`config.mk`:
```
export PLATFORM = sky130hd
export DESIGN_NAME = m3inv_fifo
export DESIGN_NICKNAME = d
export VERILOG_FILES = /design/src/hw/rtl/m3inv_pkg.sv /design/src/hw/rtl/m3inv_fifo.sv
export SDC_FILE = /design/constraint.sdc
export NUM_CORES = 1
export LEC_CHECK = 0
export BUFFER_PORTS_ARGS = -buffer_cell sky130_fd_sc_hd__buf_2
export CAP_MARGIN = 10
export CORE_AREA = 5 5 533 535
export CTS_CLUSTER_SIZE = 8
export DETAILED_ROUTE_END_ITERATION = 8
export DIE_AREA = 0 0 538 540
export SKIP_CTS_REPAIR_TIMING = 1
export SYNTH_ARGS = -nofsm -noshare
export SYNTH_HDL_FRONTEND = slang
export SYNTH_SLANG_ARGS = --single-unit
```
`constraint.sdc`:
```
create_clock -name clk -period 41.5 [get_ports clk]
set_clock_uncertainty 0.1 [all_clocks]
set_input_delay 6.225 -clock clk [delete_from_list [all_inputs] [get_ports clk]]
set_output_delay 6.225 -clock clk [all_outputs]
set_load 0.05 [all_outputs]
```
`src/hw/rtl/m3inv_pkg.sv`:
```
`timescale 1ns / 1ps
// ----------------------------------------------------------------------------
// m3inv_pkg
// Shared types and constants for the 3x3 fixed-point matrix inverse core.
// ----------------------------------------------------------------------------
package m3inv_pkg;

  localparam int EW         = 32;
  localparam int FB         = 16;
  localparam int TWO_FB     = 2 * FB;
  localparam int PROD_W     = 2 * EW;
  localparam int ADJ_W      = PROD_W + 1;
  localparam int MAG_W      = ADJ_W;
  localparam int DET_W      = 3 * EW + 3;
  localparam int DMAG_W     = DET_W - 1;
  localparam int NUM_W      = MAG_W + TWO_FB;
  localparam int QB         = EW;
  localparam int CMP_W      = DMAG_W + QB;
  localparam int NELEM      = 9;
  localparam int FIFO_DEPTH = 2;
  localparam int FIFO_AW    = 1;
  localparam int FIFO_CW    = 2;

  typedef struct packed {
    logic signed [EW-1:0] a11;
    logic signed [EW-1:0] a12;
    logic signed [EW-1:0] a13;
    logic signed [EW-1:0] a21;
    logic signed [EW-1:0] a22;
    logic signed [EW-1:0] a23;
    logic signed [EW-1:0] a31;
    logic signed [EW-1:0] a32;
    logic signed [EW-1:0] a33;
  } in_t;

  typedef struct packed {
    logic signed [EW-1:0] r11;
    logic signed [EW-1:0] r12;
    logic signed [EW-1:0] r13;
    logic signed [EW-1:0] r21;
    logic signed [EW-1:0] r22;
    logic signed [EW-1:0] r23;
    logic signed [EW-1:0] r31;
    logic signed [EW-1:0] r32;
    logic signed [EW-1:0] r33;
    logic                 singular;
    logic                 overflow;
  } out_t;

  typedef struct packed {
    logic                              sing;
    logic                              dneg;
    logic [DMAG_W-1:0]                 dmag;
    logic [NELEM-1:0]                  nneg;
    logic [NELEM-1:0][MAG_W-1:0]       nmag;
  } job_t;

endpackage

```
`src/hw/rtl/m3inv_fifo.sv`:
```
`timescale 1ns / 1ps
`default_nettype none
// ----------------------------------------------------------------------------
// m3inv_fifo
// Two-entry job queue between front and back.
// ----------------------------------------------------------------------------
module m3inv_fifo (
  input  wire logic            clk,
  input  wire logic            rst_n,
  input  wire logic            push,
  input  wire m3inv_pkg::job_t push_job,
  input  wire logic            pop,
  output logic                 not_empty,
  output logic                 full,
  output m3inv_pkg::job_t      head
);

  m3inv_pkg::job_t                  mem_r [m3inv_pkg::FIFO_DEPTH];
  logic [m3inv_pkg::FIFO_AW-1:0]    wp_r, rp_r;
  logic [m3inv_pkg::FIFO_CW-1:0]    cnt_r;
  logic                             do_pop;

  assign not_empty = (cnt_r != '0);
  assign full      = (cnt_r == m3inv_pkg::FIFO_CW'(m3inv_pkg::FIFO_DEPTH));
  assign head      = mem_r[rp_r];
  assign do_pop    = pop && not_empty;

  always_ff @(posedge clk) begin
    if (!rst_n) begin
      wp_r  <= '0;
      rp_r  <= '0;
      cnt_r <= '0;
    end else begin
      if (push) wp_r <= wp_r + 1'b1;
      if (do_pop) rp_r <= rp_r + 1'b1;
      cnt_r <= cnt_r + m3inv_pkg::FIFO_CW'(push) - m3inv_pkg::FIFO_CW'(do_pop);
    end
  end

  always_ff @(posedge clk) begin
    if (push) mem_r[wp_r] <= push_job;
  end

endmodule
`default_nettype wire

```
**After elaboration in Yosys (flattened, before gate mapping)**

Memories as Yosys holds them, arrays and structs flattened. A register that Yosys moved wholly into a read port is not among the register bits.
Cells that the tools add are included.

- Output and inout port bits: 696
- Logic and storage cells: 15
- Memories: 1
- Bits of input ports: 698
- Flip-flop bits (word level): 4
- Memory bits (writable): 1388

- Muxes and demuxes: 4
- Add/subtract/negate cells: 4
- Reductions and logical operators: 2
- Eq/ne operators: 1

Memory list:

| memory | words | width | read ports | clocked after memory_dff | wr ports | line | source |
|---|---|---|---|---|---|---|---|
| mem_r | 2 | 694 | 1 | 1 | 1 | m3inv_fifo.sv:18 | `m3inv_pkg::job_t mem_r [m3inv_pkg::FIFO_DEPTH];` |

Operators with widths:

| operator | number |
|---|---|
| 2-to-1 mux 1 bit | 4 |
| adder 1 bit (second input constant) | 2 |
| adder 2 x 1 -> 2 bit | 1 |
| == test 2 bit (second input constant) | 1 |
| nonzero test 2 bit | 1 |
| subtractor 2 x 1 -> 2 bit | 1 |
| logical AND 1 bit | 1 |

**Longest topological paths before layout**

- Depth in word-level cells: 4
- Mapped depth: 6
- Gate-level depth less buffers: 6

**Least setup slack after synthesis**

Ideal clock, no wire load.

- Path kind: input to register
- Start: in push
- End: reg wp_r
- Setup slack: 3258 ps
- Arrival: 37964 ps
- Stages on the path: 2
- Path buffers: 0
- Setup time: 178 ps
- Required time: 41222 ps
- Cells stage by stage: nor2b_1 > o21a_1

RTL lines:

| item | line | source |
|---|---|---|
| start: declaration | m3inv_fifo.sv:10 | `input wire logic push,` |
| end signal: assignment | m3inv_fifo.sv:34 | `if (push) wp_r <= wp_r + 1'b1;` |
| end: declaration | m3inv_fifo.sv:19 | `logic [m3inv_pkg::FIFO_AW-1:0] wp_r, rp_r;` |

==> out/results.ini <==
[finish]
multi_input_area_sq_um = 10400
final_nets = 4440
design_area_sq_um = 69800
synthToLayoutAreaGrowth_pct = 30.0
layout_common_cells = buf_2, edfxtp_1, mux2_4, clkbuf_16, buf_4
final_common_cell = buf_2
final_core_util_pct = 25.1
nFillCells = 28308
drive_gt1_share_pct = 62.1
regArea_sq_um = 41800

[detailed_routing]
ant_nets = 0
route.vias.total = 28385
wl_mm = 212
drc = 0
drt_pass1_iterations = 5
wl_per_cell_um = 28.1
drt-initial-drc-count = 1952
routed_via_density = 3.76

[global_routing]
grt_usage_pct = 13.8
grt_overflow = 0
grt_max_degree = 137
antenna_found_initial = 263
grt_pass1_wl_mm = 270
grt_pass1_vias = 28859

[place]
gp_congestion = 0.849
io_buffer_count = 1393
hpwl_mm = 170
placed_area_sq_um = 64200

[critical_path]
critical_path_buf_inv_count = 6
crit_path_frequent_cell = buf_4
cpPeakStageDelay_ns = 0.87
cp-end-kind = output pin
crit_slowest_cell = dfxtp_4
critical-path-top-delay-family = buffers and inverters
cp_data_required_time_ns = 35.17
worstPathArrival_ns = 6.08
crit_chain = buf_4 -> buf_4 -> buf_4 -> buf_4 -> buf_4 -> mux2_4 -> buf_2
start_kind = flop
path_class = flop to output pin
crit_fanout = 54

[yosys]
synth_mux_area_share_pct = 19.2
yosysUniqueCellTypes = 18
synth_compound_area_share_pct = 0.0280
yosysWarnings = 0
synthSimpleGateAreaFrac_pct = 0.100
synth_top_family_by_area = multiplexers
synth-xor-area-share_pct = 0.0420
synth-seq-area-share_pct = 77.8
ys_seq_elements = 1393
synthAdderAreaFrac_pct = 0.0466
syn_nets = 2882
synth.cell_area_sq_um = 53700
syn_inst = 2182
synth_area_per_cell_sq_um = 24.6

[timing]
finalSetupViolations = 0
fmax_mhz = 80.6
holdWs_ns = 0.384
fin_crit_ns = 12.41
tns_ns = 0
report.final.slew_viol_count = 0
rsz0062_at_grt = false
tightest_slew_ns = 1.12
hold_viol_final = 0
slew_headroom_pct = 25.3
fin_crit_sh_pct = 29.9

[floorplan]
die_height_um = 540
start_util_pct = 19.3
coreArea_sq_um = 278000
rows = 194
design.die.area_sq_um = 291000
io_pins = 1394
die_w_um = 538

[power_and_ir_drop]
powerDensity_nw_per_um2 = 62.8
p_seq_share_pct = 37.9
switchingPower_mw = 1.49
clkPwrFrac_pct = 33.5
intPower_mw = 2.90
vdd_drop_max_uv = 42.7
sw_frac_of_total_pct = 33.9
p_leak_nw = 26.4
combPwrFrac_pct = 28.6
totalPowerFinal_mw = 4.38

[run]
cap_violations = 0

[clock_tree]
clk_latency_ns = 0.83
clk_pin_slew_ns = 0.05
cts.path.max_buffers = 4
cts_tree = yes
cts_root_buffer = clkbuf_16
cts_sinks = 1393
htree_levels = 4
numCtsBuffers = 201

[min_path]
hold_path_class = flop to flop

[outcome]
status = finished clean

[power groups by stage]
stage	registers, mW	clock network (mW)	logic (mW)
global route	1.66	1.59	1.30
CTS	1.66	1.52	1.28
global placement	1.68	0	1.27
finish	1.66	1.47	1.25
detailed placement	1.69	0	1.27
floorplan	1.74	0	1.02
[area by class of cell]
| type | count | area share, % |
|---|---|---|
| multi-input cells | 710 | 15.0 |
| flip-flops and latches | 1393 | 59.9 |
| well taps | 3724 | 6.68 |
| repair buffers | 1432 | 10.4 |
| clock inverters | 24 | 0.509 |
| diodes | 44 | 0.158 |
| inverters | 2 | 0.0108 |
| clock buffers | 225 | 7.37 |
[per-layer routing]
| metal | GRT usage (%) | vias up | share of wire, % | wire length [um] |
|---|---|---|---|---|
| li1 | - | 11871 | - | - |
| met1 | 14.8 | 13971 | 34 | 72500 |
| met2 | 22.7 | 1741 | 46 | 97500 |
| met3 | 8.87 | 634 | 16 | 34200 |
| met4 | 3.28 | 168 | 3.1 | 6540 |
| met5 | 0 | - | 0.50 | 1070 |
[synth_stat cells]
| cell type | instances | area share, % |
|---|---|---|
| xnor3_1 | 1 | 0.042 |
| or2_2 | 1 | 0.012 |
| edfxtp_1 | 1388 | 78 |
| dfxtp_1 | 5 | 0.19 |
| buf_8 | 7 | 0.20 |
| buf_12 | 66 | 2.5 |
| buf_4 | 3 | 0.042 |
| nand2b_1 | 1 | 0.012 |
| ha_1 | 2 | 0.047 |
| buf_6 | 1 | 0.021 |
| and2_1 | 2 | 0.023 |
| nor2b_1 | 4 | 0.047 |
| inv_1 | 2 | 0.014 |
| mux2_4 | 660 | 18 |
| mux2i_1 | 2 | 0.037 |
| mux2_2 | 34 | 0.71 |
| o21a_1 | 2 | 0.028 |
| nand2_1 | 1 | 0.0070 |
[final timing paths]
kind,startpoint,to,slack (ns),depth (start not counted)
worst max-delay path,flop,head[386],29.10,7
worst min-delay path,rp_r$_SDFFE_PN0P_,flop,0.38,2
worst max register to register,wp_r$_SDFFE_PN0P_,mem_r[1][73]$_DFFE_PP_,36.15,6
worst min register to register,rp_r$_SDFFE_PN0P_,flop,0.38,2
[cells by family (layout without fill, tap and decap cells)]
logic type | Yosys count | count (layout)
other cells | 0 | 44
xor+xnor | 1 | 1
simple gates | 9 | 9
fa+ha+maj | 2 | 2
mux | 696 | 696
flops | 1393 | 1393
compound gates | 2 | 2
buf+inv | 79 | 1683
[through the flow]
step	cells	setup WS, ns
CTS	7510	28.92
floorplan	2182	3.26
global route	7520	28.73
finish	7554	29.10
global placement	7261	29.98
detailed placement	7261	29.86
[tightest hold or removal path, delay by kind of cell (launching register included)]
family,cells,cell delay [ns]
simple gates,1,0.07
mux,1,0.07
flops,1,0.30
[flip-flops by register name (all words and copies together), names as in the netlist, named ones only]
signal,count
rp_r,1
wp_r,1
mem_r,1388
cnt_r,2
Power figures use the tool's default switching activity.
